==> src/rtl/core/sfp_pkg.sv <==
package sfp_pkg;

  localparam logic [7:0] HDR_BYTE    = 8'hA3;
  localparam logic [7:0] TYPE_POS    = 8'hB3;
  localparam logic [7:0] TYPE_DIR    = 8'hB4;
  localparam logic [7:0] TYPE_CIRCLE = 8'hB5;
  localparam logic [7:0] END_BYTE    = 8'hFF;

  localparam logic OP_BYTE    = 1'b0;
  localparam logic OP_RESTART = 1'b1;

  typedef enum logic [1:0] {
    ST_HUNT    = 2'd0,
    ST_TYPE    = 2'd1,
    ST_COLLECT = 2'd2
  } parse_state_t;

  typedef enum logic [2:0] {
    KIND_NONE      = 3'd0,
    KIND_ANGLE     = 3'd1,
    KIND_POSITION  = 3'd2,
    KIND_DIRECTION = 3'd3,
    KIND_CIRCLE    = 3'd4,
    KIND_INVALID   = 3'd5
  } packet_kind_t;

  typedef struct packed {
    packet_kind_t       kind;
    logic               header_error;
    logic               overflow;
    logic signed [15:0] position_x;
    logic [7:0]         direction;
    logic signed [15:0] ring_x;
    logic signed [15:0] ring_y;
    logic [31:0]        bytes_seen;
    logic [31:0]        good_packets;
    logic [31:0]        bad_packets;
  } result_t;

endpackage

==> src/rtl/core/sfp_parser.sv <==
module sfp_parser #(
  parameter int FRAME_DEPTH = 8
) (
  input  logic             clk,
  input  logic             rst,
  input  logic             step,
  input  logic             opcode,
  input  logic [7:0]       rx_byte,
  output sfp_pkg::result_t res
);

  localparam int FILL_W = $clog2(FRAME_DEPTH + 1);
  localparam int IDX_W  = $clog2(FRAME_DEPTH);

  sfp_pkg::parse_state_t state, state_next;
  logic [7:0]         packet_type, packet_type_next;
  logic [FILL_W-1:0]  fill, fill_next;
  logic [7:0]         frame_store [FRAME_DEPTH];
  logic               wr_en;
  logic [IDX_W-1:0]   wr_idx;
  logic signed [15:0] position, position_next;
  logic [7:0]         direction, direction_next;
  logic signed [15:0] ring_x, ring_x_next;
  logic signed [15:0] ring_y, ring_y_next;
  logic [31:0]        byte_cnt, byte_cnt_next;
  logic [31:0]        good_cnt, good_cnt_next;
  logic [31:0]        bad_cnt, bad_cnt_next;
  logic [FILL_W-1:0]  fill_inc;
  logic [1:0]         bad_inc;
  logic               good_inc;
  sfp_pkg::packet_kind_t kind;
  logic               hdr_err;
  logic               ovf;

  assign fill_inc = fill + FILL_W'(1);

  always_comb begin
    state_next       = state;
    packet_type_next = packet_type;
    fill_next        = fill;
    wr_en            = 1'b0;
    wr_idx           = fill[IDX_W-1:0];
    position_next    = position;
    direction_next   = direction;
    ring_x_next      = ring_x;
    ring_y_next      = ring_y;
    byte_cnt_next    = byte_cnt;
    bad_inc          = 2'd0;
    good_inc         = 1'b0;
    kind             = sfp_pkg::KIND_NONE;
    hdr_err          = 1'b0;
    ovf              = 1'b0;
    if (step) begin
      if (opcode == sfp_pkg::OP_RESTART) begin
        state_next = sfp_pkg::ST_HUNT;
        fill_next  = '0;
      end else begin
        byte_cnt_next = byte_cnt + 32'd1;
        unique case (state)
          sfp_pkg::ST_TYPE: begin
            if (rx_byte == sfp_pkg::TYPE_POS || rx_byte == sfp_pkg::TYPE_DIR ||
                rx_byte == sfp_pkg::TYPE_CIRCLE) begin
              packet_type_next = rx_byte;
              wr_en            = (fill < FILL_W'(FRAME_DEPTH));
              fill_next        = fill_inc;
              state_next       = sfp_pkg::ST_COLLECT;
            end else if (rx_byte == sfp_pkg::HDR_BYTE) begin
              wr_en     = 1'b1;
              wr_idx    = '0;
              fill_next = FILL_W'(1);
            end else begin
              state_next = sfp_pkg::ST_HUNT;
              bad_inc    = 2'd1;
              hdr_err    = 1'b1;
            end
          end
          sfp_pkg::ST_COLLECT: begin
            wr_en     = (fill < FILL_W'(FRAME_DEPTH));
            fill_next = fill_inc;
            if (rx_byte == sfp_pkg::END_BYTE) begin
              state_next = sfp_pkg::ST_HUNT;
              // decode never reads the terminator itself, only earlier entries
              if (packet_type == sfp_pkg::TYPE_POS && fill_inc >= FILL_W'(5)) begin
                good_inc = 1'b1;
                if (fill_inc >= FILL_W'(7)) begin
                  position_next = {frame_store[4], frame_store[5]};
                  kind          = sfp_pkg::KIND_POSITION;
                end else begin
                  kind = sfp_pkg::KIND_ANGLE;
                end
              end else if (packet_type == sfp_pkg::TYPE_DIR &&
                           fill_inc >= FILL_W'(4)) begin
                good_inc       = 1'b1;
                direction_next = frame_store[2];
                kind           = sfp_pkg::KIND_DIRECTION;
              end else if (packet_type == sfp_pkg::TYPE_CIRCLE &&
                           fill_inc >= FILL_W'(7)) begin
                good_inc    = 1'b1;
                ring_x_next = {frame_store[2], frame_store[3]};
                ring_y_next = {frame_store[4], frame_store[5]};
                kind        = sfp_pkg::KIND_CIRCLE;
              end else begin
                bad_inc = 2'd1;
                kind    = sfp_pkg::KIND_INVALID;
              end
            end
            // full buffer counts on top of any decode on this word
            if (fill_inc >= FILL_W'(FRAME_DEPTH)) begin
              state_next = sfp_pkg::ST_HUNT;
              bad_inc    = bad_inc + 2'd1;
              ovf        = 1'b1;
            end
          end
          default: begin
            if (rx_byte == sfp_pkg::HDR_BYTE) begin
              wr_en      = 1'b1;
              wr_idx     = '0;
              fill_next  = FILL_W'(1);
              state_next = sfp_pkg::ST_TYPE;
            end
          end
        endcase
      end
    end
    good_cnt_next = good_cnt + 32'(good_inc);
    bad_cnt_next  = bad_cnt + 32'(bad_inc);
  end

  always_ff @(posedge clk) begin
    if (rst) begin
      state       <= sfp_pkg::ST_HUNT;
      packet_type <= '0;
      fill        <= '0;
      position    <= '0;
      direction   <= '0;
      ring_x      <= '0;
      ring_y      <= '0;
      byte_cnt    <= '0;
      good_cnt    <= '0;
      bad_cnt     <= '0;
    end else begin
      state       <= state_next;
      packet_type <= packet_type_next;
      fill        <= fill_next;
      position    <= position_next;
      direction   <= direction_next;
      ring_x      <= ring_x_next;
      ring_y      <= ring_y_next;
      byte_cnt    <= byte_cnt_next;
      good_cnt    <= good_cnt_next;
      bad_cnt     <= bad_cnt_next;
    end
  end

  always_ff @(posedge clk) begin
    if (wr_en) begin
      frame_store[wr_idx] <= rx_byte;
    end
  end

  always_comb begin
    res.kind         = kind;
    res.header_error = hdr_err;
    res.overflow     = ovf;
    res.position_x   = position_next;
    res.direction    = direction_next;
    res.ring_x       = ring_x_next;
    res.ring_y       = ring_y_next;
    res.bytes_seen   = byte_cnt_next;
    res.good_packets = good_cnt_next;
    res.bad_packets  = bad_cnt_next;
  end

endmodule

==> src/rtl/core/sensor_frame_parser_core.sv <==
// path: an accepted word passes the input register and the parser into the output register
// throughput: one word per cycle; the parser state updates in the cycle a word
// leaves the input register, so the next word sees it at once; a stalled output
// holds both registers and stalls the input once the input register is full
// reset: synchronous, active high; parser hunts for a header, counters and held
// values are zero, the frame buffer holds no defined data
module sensor_frame_parser_core #(
  parameter int FRAME_DEPTH = 8
) (
  input  logic               clk,
  input  logic               rst,
  input  logic               in_valid,
  output logic               in_stall,
  input  logic               opcode,
  input  logic [7:0]         rx_byte,
  output logic               out_valid,
  input  logic               out_stall,
  output logic [2:0]         packet_kind,
  output logic               header_error,
  output logic               overflow,
  output logic signed [15:0] position_x,
  output logic [7:0]         direction,
  output logic signed [15:0] ring_x,
  output logic signed [15:0] ring_y,
  output logic [31:0]        bytes_seen,
  output logic [31:0]        good_packets,
  output logic [31:0]        bad_packets
);

  logic             s1_valid;
  logic             s1_opcode;
  logic [7:0]       s1_byte;
  logic             advance;
  logic             in_take;
  sfp_pkg::result_t res_comb;
  sfp_pkg::result_t res;

  assign advance  = s1_valid && (!out_valid || !out_stall);
  assign in_stall = s1_valid && out_valid && out_stall;
  assign in_take  = in_valid && !in_stall;

  sfp_parser #(
    .FRAME_DEPTH(FRAME_DEPTH)
  ) u_parser (
    .clk     (clk),
    .rst     (rst),
    .step    (advance),
    .opcode  (s1_opcode),
    .rx_byte (s1_byte),
    .res     (res_comb)
  );

  always_ff @(posedge clk) begin
    if (rst) begin
      s1_valid  <= 1'b0;
      out_valid <= 1'b0;
    end else begin
      if (in_take) begin
        s1_valid <= 1'b1;
      end else if (advance) begin
        s1_valid <= 1'b0;
      end
      if (advance) begin
        out_valid <= 1'b1;
      end else if (!out_stall) begin
        out_valid <= 1'b0;
      end
    end
  end

  always_ff @(posedge clk) begin
    if (in_take) begin
      s1_opcode <= opcode;
      s1_byte   <= rx_byte;
    end
    if (advance) begin
      res <= res_comb;
    end
  end

  assign packet_kind  = res.kind;
  assign header_error = res.header_error;
  assign overflow     = res.overflow;
  assign position_x   = res.position_x;
  assign direction    = res.direction;
  assign ring_x       = res.ring_x;
  assign ring_y       = res.ring_y;
  assign bytes_seen   = res.bytes_seen;
  assign good_packets = res.good_packets;
  assign bad_packets  = res.bad_packets;

endmodule

==> config.mk <==
export PLATFORM = sky130hd
export DESIGN_NAME = sensor_frame_parser_core
export DESIGN_NICKNAME = d
export VERILOG_FILES = /design/src/rtl/core/sfp_pkg.sv /design/src/rtl/core/sfp_parser.sv /design/src/rtl/core/sensor_frame_parser_core.sv
export SDC_FILE = /design/constraint.sdc
export NUM_CORES = 1
export LEC_CHECK = 0
export BUFFER_PORTS_ARGS = -buffer_cell sky130_fd_sc_hd__buf_4
export CAP_MARGIN = 10
export CORE_MARGIN = 1.5
export CORE_UTILIZATION = 49
export DETAILED_ROUTE_END_ITERATION = 12
export PLACE_DENSITY = 0.69
export REMOVE_ABC_BUFFERS = 1
export SYNTH_ARGS = -nofsm -noshare
export SYNTH_HDL_FRONTEND = slang
export SYNTH_SLANG_ARGS = --single-unit
==> constraint.sdc <==
create_clock -name clk -period 10.3 [get_ports clk]
set_input_delay 1.545 -clock clk [delete_from_list [all_inputs] [get_ports clk]]
set_output_delay 1.545 -clock clk [all_outputs]
set_load 0.01 [all_outputs]
==> flow_summary.toml, run 1 <==
[status]
outcome = "finished clean"

[clock_network]
worstSkewPairLatency_ns = 0.53
tritoncts_clock_tree = "done"
clock_sink_count = 366
post_cts.repair.setup_buffers = 0
ctsHoldBuffers = 0
quantity_of_gates_resized_following_cts = 0
cts_buffers = 39
clk_root_buffer_cell = "sky130_fd_sc_hd__clkbuf_16"
htreeDepth = 2
cts.clk_slew.worst_paths_ns = 0.06
cts.path.max_buffers = 3

[detailed_routing]
number_of_optimization_iterations_in_the_first_detailed_route_pass = 5
vias = 9231
viasPerCell = 5.317
drt_iter0_markers = 742
drt_drc_violations_left = 0
detail_route.wl_per_cell_um = 16.74
detail_route.wirelength_um = 29060
postRouteAntennaNets = 0

[synth]
synth-seq-area-share = 0.6672
post_synth.cell_area_avg_um2 = 12.11
synth_cell_types = 62
dominant_combinational_cell_family_by_area_after_synthesis = "simple AND/OR/NAND/NOR gates"
synth_area_um2 = 13950
post_synth_xor_area_fraction = 0.05641
muxShareOfSynthArea = 0.002152
yosysWarnings = 0
postSynth.asyncResetShare = 0
adder_cell_fraction_of_synth_area = 0.01130
complex_gate_fraction_of_the_synthesized_area = 0.06708
ys_dominant_reg_cell = "sky130_fd_sc_hd__edfxtp_1"
synth_top_area_frac = 0.4262
synth_enable_flop_cells = 198
yosys-top-cells-area = "sky130_fd_sc_hd__edfxtp_1, sky130_fd_sc_hd__dfxtp_1, sky130_fd_sc_hd__nor2b_1"
synth_area_leader_cell = "sky130_fd_sc_hd__edfxtp_1"
yosys.area_share.simple = 0.1777
synthesis.instances = 1152
number_of_synthesized_register_bits = 366

[worst_setup_path]
crit_arrival_ns = 5.12
critical_path.slowest_cell = "sky130_fd_sc_hd__or4_1"
critical_path.max_fanout = 11
timing.critical_path.required_ns = 10.71
path_cells = "ha_1, nor2b_1, nor2_1, a2111o_1, nand2_1, nor3_1, ha_1, nand2_1, a211oi_1, ha_1, fa_1, nand3_1, or4_1, nor4b_2, xor2_1, and2b_2"
worst_path_most_repeated_cell = "sky130_fd_sc_hd__ha_1"
cp-end-kind = "flop"
critPathBufInv = 0
crit_path_start_kind = "flop"
path_delay_family = "simple AND/OR/NAND/NOR gates"
cp_slowest_stage_delay_ns = 0.66
criticalPathCategory = "flop to flop"

[grt]
grt_total_usage = 0.1996
global_route.overflow_total = 0
grt_first_pass_wirelength_um = 46420
grt_max_degree = 96
via_count_of_the_first_global_routing_pass = 8943
grt_antenna_before_repair = 0

[floorplan]
dieHeight_um = 171.7
boundaryPins = 172
area_enclosed_by_the_die_boundary_um2 = 29490
placementRows = 61
core_box_area_um2 = 27930
chipWidth_um = 171.7
starting_density = 0.4995

[flow_run]
max_cap_violations = 0

[placed_design]
routability_cong = 0.8368
portBuffers = 171
detailedPlacementHpwl_um = 18620

[sta]
rsz0062_at_grt = "false"
final_max_slew_viol_count = 0
setup_total_negative_slack_ns = 0
clock.fmax_mhz = 212.1
final_hold_violation_count = 0
setup_viol = 0
clock_period_minus_final_worst_setup_slack_ns = 4.714
worstMarginPinSlew_ns = 1.161
slew-limit-headroom = 0.2232
finClkSkew_ns = 0.01414
timing.final.crit_share = 0.4577

[cells_and_area]
finalNetCount = 1352
insertedDiodeCount = 0
post_route_cells_drive_above_1_share = 0.1981
area.growth.synth_to_final_pct = 21.57
fillCellCount = 2252

[pwr]
power.density_cell_area_nw_per_um2 = 182.6
power.total_uw = 3097
p_leak_uw = 0.006354
worst_vdd_ir_mv = 0.1105

[worst_hold_path]
worstHoldPathType = "flop to flop"
-- layer usage --
layer | track usage | part of all wire | up-vias
li1 | - | - | 4514
met2 | 0.3221 | 0.47 | 255
met5 | 0 | 0 | -
met4 | 0.05974 | 0.020 | 0
met3 | 0.04510 | 0.062 | 44
met1 | 0.2695 | 0.45 | 4418
-- where the power goes --
group / internal [uW] / switching (uW)
Clock: 847 / 563
Sequential: 1570 / 16.2
Combinational: 41.8 / 59.4
Total: 2460 / 639
-- path summary, 6_finish.rpt --
| path | endpoint | slack [ns] | startpoint | depth (start not counted) |
|---|---|---|---|---|
| max reg2reg | u_parser.bad_cnt[30] | 5.59 | u_parser.fill[1] | 16 |
| max | u_parser.bad_cnt[30] | 5.59 | u_parser.fill[1] | 16 |
| min reg2reg | u_parser.packet_type[6] | 0.47 | u_parser.packet_type[6] | 1 |
| min | u_parser.packet_type[6] | 0.47 | u_parser.packet_type[6] | 1 |
-- cell families after synthesis --
logic type / Yosys count
buf+inv: 63
simple gates: 458
xor+xnor: 89
fa+ha+maj: 12
mux: 3
flops: 366
compound gates: 161
-- through the flow --
| stage | std cells | setup WS [ns] | hold WS (ns) | utilization | cell area, um^2 |
|---|---|---|---|---|---|
| floorplan | 1106 | 4.992 | 0.4321 | - | 13760 |
| global placement | 1663 | 5.327 | 0.4457 | 0.5595 | 15630 |
| detailed placement | 1663 | 5.184 | 0.4661 | 0.5595 | 15630 |
| CTS | 1735 | 5.559 | 0.4748 | 0.6070 | 16960 |
| global route | 1736 | 5.216 | 0.4901 | 0.6072 | 16960 |
| finish | 1736 | 5.586 | 0.4716 | 0.6072 | 16960 |
-- worst reg2reg max path, stage by stage, from the launching register on --
cell and delay [ns]:
sky130_fd_sc_hd__dfxtp_1 0.50, sky130_fd_sc_hd__ha_1 0.32, sky130_fd_sc_hd__nor2b_1 0.20, sky130_fd_sc_hd__nor2_1 0.08
sky130_fd_sc_hd__a2111o_1 0.63, sky130_fd_sc_hd__nand2_1 0.16, sky130_fd_sc_hd__nor3_1 0.08, sky130_fd_sc_hd__ha_1 0.29
sky130_fd_sc_hd__nand2_1 0.05, sky130_fd_sc_hd__a211oi_1 0.29, sky130_fd_sc_hd__ha_1 0.26, sky130_fd_sc_hd__fa_1 0.25
sky130_fd_sc_hd__nand3_1 0.15, sky130_fd_sc_hd__or4_1 0.66, sky130_fd_sc_hd__nor4b_2 0.35, sky130_fd_sc_hd__xor2_1 0.12
sky130_fd_sc_hd__and2b_2 0.20
-- flip-flops by register name, indices dropped and copies added (netlist names), 16 cells and up --
| signal | flops |
|---|---|
| position_x | 16 |
| ring_x | 16 |
| u_parser.bad_cnt | 32 |
| u_parser.good_cnt | 32 |
| good_packets | 32 |
| u_parser.frame_store | 32 |
| u_parser.position | 16 |
| u_parser.byte_cnt | 32 |
| u_parser.ring_x | 16 |
| bad_packets | 32 |
| u_parser.ring_y | 16 |
| bytes_seen | 32 |
| ring_y | 16 |
-- Yosys cell counts (all sizes together) (16+ instances only) --
cell type,count
nand4,30
inv,17
nor2,35
xor2,34
nor2b,94
o21ai,65
a21oi,67
nor4,16
nand2,108
clkbuf,35
nand3,100
xnor2,55
edfxtp,198
dfxtp,168
-- final cells by class --
type	instances	area [um^2]	area share
Timing Repair Buffer	180	1349	0.07952
Sequential cell	366	9309	0.5488
Clock buffer	56	1172	0.06912
Multi-Input combinational cell	723	4434	0.2614
Clock inverter	16	155.1	0.009147
Tap cell	378	473.0	0.02788
Inverter	17	68.82	0.004057
-- placed cells by master, fill, tap and decap left out, drive strengths merged, types with 30 or more instances in the layout --
cell type,synthesis,routed
buf,11,180
dfxtp,168,168
nor2b,94,94
o21ai,65,65
xor2,34,34
nand2,108,108
edfxtp,198,198
nand4,30,30
nor2,35,35
nand3,100,100
clkbuf,35,56
a21oi,67,67
xnor2,55,55
Power figures use the tool's default switching activity.
==> run 2: changes to the inputs <==
==> constraint.sdc (replaced) <==
create_clock -name clk -period 4.9 [get_ports clk]
set_input_delay 0.735 -clock clk [delete_from_list [all_inputs] [get_ports clk]]
set_output_delay 0.735 -clock clk [all_outputs]
set_load 0.01 [all_outputs]
==> flow_summary.toml, run 2 (synthesis results as in run 1) <==
[pwr]
internal-power_uw = 5119
combinationalPowerShare = 0.034
power.density_cell_area_nw_per_um2 = 379.4
power.clock.fraction = 0.450
worst_vdd_ir_mv = 0.2305
power_switching_uw = 1317
p_leak_uw = 0.006366
power_switching_share = 0.2047
seqPwrFrac = 0.517

[cells_and_area]
post_route_cells_drive_above_1_share = 0.1991
mostFrequentLayoutCells = "sky130_fd_sc_hd__edfxtp_1, sky130_fd_sc_hd__buf_4, sky130_fd_sc_hd__dfxtp_1"
fillCellCount = 2258
area.growth.synth_to_final_pct = 21.58
mostFrequentLayoutCell = "sky130_fd_sc_hd__edfxtp_1"
layout.cell_area.non_filler_um2 = 16960
finalNetCount = 1357
insertedDiodeCount = 0

[floorplan]
dieHeight_um = 171.7
core_box_area_um2 = 27930
area_enclosed_by_the_die_boundary_um2 = 29490
starting_density = 0.4995
placementRows = 61
boundaryPins = 172
chipWidth_um = 171.7

[sta]
final.setup.worst_slack_ns = 0.4728
worstMarginPinSlew_ns = 1.187
final_max_slew_viol_count = 0
clock.fmax_mhz = 225.9
slew-limit-headroom = 0.2059
finClkSkew_ns = 0.01601
setup_viol = 0
final_hold_violation_count = 0
setup_total_negative_slack_ns = 0
rsz0062_at_grt = "false"
timing.final.crit_share = 0.9035
clock_period_minus_final_worst_setup_slack_ns = 4.427

[placed_design]
preCtsSetupSlack_ns = 0.4521
portBuffers = 171
placed_cell_area_um2 = 15680
detailedPlacementHpwl_um = 18670
routability_cong = 0.8003

[detailed_routing]
postRouteAntennaNets = 0
drt_drc_violations_left = 0
drt_iter0_markers = 663
detail_route.wirelength_um = 28790
number_of_optimization_iterations_in_the_first_detailed_route_pass = 5
viasPerCell = 5.285
vias = 9190
detail_route.wl_per_cell_um = 16.55

[worst_setup_path]
critPathBufInv = 1
worst_path_most_repeated_cell = "sky130_fd_sc_hd__ha_1"
timing.critical_path.required_ns = 5.31
critical_path.slowest_cell = "sky130_fd_sc_hd__or4_1"
critical_path.max_fanout = 9
criticalPathCategory = "flop to flop"
path_delay_family = "simple AND/OR/NAND/NOR gates"
cp_slowest_stage_delay_ns = 0.67
path_cells = "inv_1, ha_1, a211oi_1, nor3b_2, nand3_1, nand2_1, nor3_1, ha_1, nand2_1, a211oi_1, ha_1, fa_1, nand3_1, or4_1, nor4b_2, xor2_1, and2b_2"
crit_path_start_kind = "flop"
crit_arrival_ns = 4.83
cp-end-kind = "flop"

[worst_hold_path]
worstHoldPathType = "primary input to flop"

[grt]
grt_first_pass_wirelength_um = 45930
grt_antenna_before_repair = 0
global_route.overflow_total = 0
grt_total_usage = 0.1975
grt_max_degree = 103
via_count_of_the_first_global_routing_pass = 8853

[clock_network]
cts.path.max_buffers = 3
quantity_of_gates_resized_following_cts = 0
clk_root_buffer_cell = "sky130_fd_sc_hd__clkbuf_16"
post_cts.repair.setup_buffers = 0
htreeDepth = 2
ctsHoldBuffers = 0
tritoncts_clock_tree = "done"
clock_sink_count = 366
cts.clk_slew.worst_paths_ns = 0.06
cts_buffers = 38
worstSkewPairLatency_ns = 0.52

[flow_run]
max_cap_violations = 0

[status]
outcome = "finished clean"
## run 2: cell types whose count changed in the layout (fill, tap and decap cells not counted), moves of 2 or more
cell / previous run / this run
sky130_fd_sc_hd__clkbuf_8: 9 / 5
sky130_fd_sc_hd__clkinv_2: 6 / 8
sky130_fd_sc_hd__clkinv_1: 2 / 4
sky130_fd_sc_hd__buf_4: 179 / 186
sky130_fd_sc_hd__inv_6: 3 / 1
sky130_fd_sc_hd__clkinvlp_4: 2 / 0
## run 2: final timing paths
kind / start / to / slack, ns / cells past startpoint
setup / recovery: u_parser.fill[0] / u_parser.bad_cnt[30] / 0.47 / 17
hold / removal: opcode / s1_opcode / 0.40 / 1
setup reg to reg: u_parser.fill[0] / u_parser.bad_cnt[30] / 0.47 / 17
hold reg to reg: u_parser.packet_type[4] / u_parser.packet_type[4] / 0.47 / 2
## run 2: final cells by class
type | count | area [um^2] | area share
clock buffers | 50 | 1089 | 0.06417
clock inverters | 19 | 192.7 | 0.01136
inverters | 17 | 68.82 | 0.004057
multi-input cells | 723 | 4434 | 0.2614
flip-flops and latches | 366 | 9309 | 0.5488
well taps | 378 | 473.0 | 0.02788
repair buffers | 186 | 1396 | 0.08232
## run 2: routing by layer
metal,global-route usage,vias to the layer above,part of all wire
li1,-,4519,-
met1,0.2642,4380,0.44
met3,0.05039,41,0.066
met5,0,-,0
met2,0.3195,250,0.47
met4,0.05444,0,0.018
## run 2: through the flow
step	instances	util	hold WS, ns	power, uW
5_1_grt	1739	0.6072	0.3780	6652
3_3_place_gp	1670	0.5614	0.4452	3610
3_5_place_dp	1670	0.5614	0.4552	3613
4_1_cts	1739	0.6072	0.3795	6510
6_report	1739	0.6072	0.3954	6436
2_1_floorplan	1106	-	0.4321	3467
## run 2: power groups by stage
stage                     registers [uW]  clock network [uW]  logic (uW)
after floorplan                     3430                   0        37.2
after global placement              3390                   0         220
after detailed placement            3390                   0         222
after CTS                           3330                2960         222
after global routing                3330                3090         236
final                               3330                2890         217
==> run 3: changes to the inputs <==
--- a/config.mk
+++ b/config.mk
@@ -10,8 +10,7 @@
 export CORE_MARGIN = 1.5
 export CORE_UTILIZATION = 49
 export DETAILED_ROUTE_END_ITERATION = 12
-export PLACE_DENSITY = 0.69
-export REMOVE_ABC_BUFFERS = 1
+export PLACE_DENSITY = 0.68
 export SYNTH_ARGS = -nofsm -noshare
 export SYNTH_HDL_FRONTEND = slang
 export SYNTH_SLANG_ARGS = --single-unit
==> flow_summary.toml, run 3 (synthesis results as in run 1) <==
[status]
outcome = "finished clean"

[placed_design]
detailedPlacementHpwl_um = 18810
portBuffers = 171
routability_cong = 0.8451

[detailed_routing]
postRouteAntennaNets = 0
drt_drc_violations_left = 0
viasPerCell = 5.266
vias = 9173
detail_route.wl_per_cell_um = 16.47
number_of_optimization_iterations_in_the_first_detailed_route_pass = 5
detail_route.wirelength_um = 28690
drt_iter0_markers = 637

[synth]
syn_nets = 1177

[pwr]
seqPwrFrac = 0.516
power.clock.fraction = 0.450
power.density_cell_area_nw_per_um2 = 379.6
power.total_uw = 6447
p_leak_uw = 0.006380
combinationalPowerShare = 0.033
internal-power_uw = 5163
power_switching_uw = 1284
worst_vdd_ir_mv = 0.2748
power_switching_share = 0.1991

[grt]
global_route.overflow_total = 0
grt_first_pass_wirelength_um = 44580
grt_antenna_before_repair = 0
grt_max_degree = 101
grt_total_usage = 0.1924
via_count_of_the_first_global_routing_pass = 8514

[floorplan]
core_box_area_um2 = 27930
chipWidth_um = 171.7
boundaryPins = 172
placementRows = 61
area_enclosed_by_the_die_boundary_um2 = 29490
starting_density = 0.4995
dieHeight_um = 171.7

[worst_setup_path]
timing.rr.end = "u_parser.bad_cnt[30]"
crit_path_start_kind = "flop"
critical_path.max_fanout = 9
timing.critical_path.required_ns = 5.31
worst_r2r_path_depth = 16
cp_slowest_stage_delay_ns = 0.68
critical_path.slowest_cell = "sky130_fd_sc_hd__or4_1"
path_cells = "ha_1, nor2b_1, nor2_1, a2111o_1, nand2_1, nor3_1, ha_1, nand2_1, a211oi_1, ha_1, fa_1, nand3_1, or4_1, nor4b_2, xor2_1, and2b_2"
worst_path_most_repeated_cell = "sky130_fd_sc_hd__ha_1"
crit_arrival_ns = 4.79
cp-end-kind = "flop"
rrSetupSlack_ns = 0.52
reg2reg_start = "u_parser.fill[1]"
criticalPathCategory = "flop to flop"

[cells_and_area]
utilization_of_the_core_after_routing = 0.6079
finalNetCount = 1359
mostFrequentLayoutCell = "sky130_fd_sc_hd__edfxtp_1"
post_route_cells_drive_above_1_share = 0.1965
area.growth.synth_to_final_pct = 21.72
fillCellCount = 2286
insertedDiodeCount = 0
mostFrequentLayoutCells = "sky130_fd_sc_hd__edfxtp_1, sky130_fd_sc_hd__buf_4, sky130_fd_sc_hd__dfxtp_1"

[clock_network]
post_cts.repair.setup_buffers = 0
tritoncts_clock_tree = "done"
worstSkewPairLatency_ns = 0.52
quantity_of_gates_resized_following_cts = 0
clk_root_buffer_cell = "sky130_fd_sc_hd__clkbuf_16"
htreeDepth = 2
cts.path.max_buffers = 3
ctsHoldBuffers = 0
cts.clk_slew.worst_paths_ns = 0.06
cts_buffers = 38
clock_sink_count = 366

[worst_hold_path]
whs_endpoint = "s1_opcode"
worstHoldPathType = "primary input to flop"
min_path_cells = 1
min-delay-start = "opcode"

[sta]
clock_period_minus_final_worst_setup_slack_ns = 4.377
hold-worst-slack_ns = 0.4024
finClkSkew_ns = 0.01798
setup_total_negative_slack_ns = 0
rsz0062_at_grt = "false"
setup_viol = 0
worstMarginPinSlew_ns = 1.187
timing.final.crit_share = 0.8932
final_hold_violation_count = 0
clock.fmax_mhz = 228.5
final_max_slew_viol_count = 0
slew-limit-headroom = 0.2058

[flow_run]
max_cap_violations = 0
run 3: how the worst max path moves through the flow:
stage                     start                   end  slack, ns  cells after the start
2_1_floorplan         out_stall        bad_packets[0]       0.40                      3
3_3_place_gp   u_parser.fill[1]  u_parser.bad_cnt[30]       0.67                     16
3_5_place_dp   u_parser.fill[1]  u_parser.bad_cnt[30]       0.53                     16
4_1_cts        u_parser.fill[1]  u_parser.bad_cnt[30]       0.51                     16
5_1_grt        u_parser.fill[0]  u_parser.bad_cnt[30]       0.18                     16
6_report       u_parser.fill[1]  u_parser.bad_cnt[30]       0.52                     16
run 3: cell type report:
| type | instances | area, um^2 | share of cell area |
|---|---|---|---|
| sequential | 366 | 9309 | 0.5481 |
| multi-input combinational | 723 | 4422 | 0.2604 |
| timing repair buffer | 188 | 1424 | 0.08384 |
| clock buffer | 56 | 1142 | 0.06727 |
| tap | 378 | 473.0 | 0.02785 |
| clock inverter | 14 | 143.9 | 0.008473 |
| inverter | 17 | 68.82 | 0.004052 |
run 3: per-layer routing:
layer / global-route usage / share of wire / vias to the layer above
met4: 0.05028 / 0.020 / 0
met5: 0 / 0 / -
met2: 0.3137 / 0.47 / 241
met3: 0.04211 / 0.058 / 47
li1: - / - / 4525
met1: 0.2609 / 0.45 / 4360
run 3: power groups by stage:
| stage | clock, uW | combinational [uW] | sequential [uW] |
|---|---|---|---|
| finish | 2900 | 215 | 3330 |
| global route | 3080 | 232 | 3340 |
| CTS | 2970 | 220 | 3330 |
| detailed placement | 0 | 220 | 3390 |
| global placement | 0 | 218 | 3400 |
| floorplan | 0 | 54.5 | 3430 |
run 3: per-stage QoR:
step,cells,cell area (um^2),setup WS [ns]
4_1_cts,1742,16980,0.5071
3_5_place_dp,1672,15700,0.5300
2_1_floorplan,1152,13950,0.4024
6_report,1742,16980,0.5234
5_1_grt,1742,16980,0.1820
3_3_place_gp,1672,15700,0.6705
run 3: worst max-delay path: cells and delay by family, from the launching register on:
family / cells / cell delay [ns]
and+or+nand+nor: 9 / 1.87
xor gates and xnor gates: 1 / 0.12
AOI/OAI and AO/OA: 2 / 0.74
adders and majority gates: 4 / 1.06
DFF: 1 / 0.48
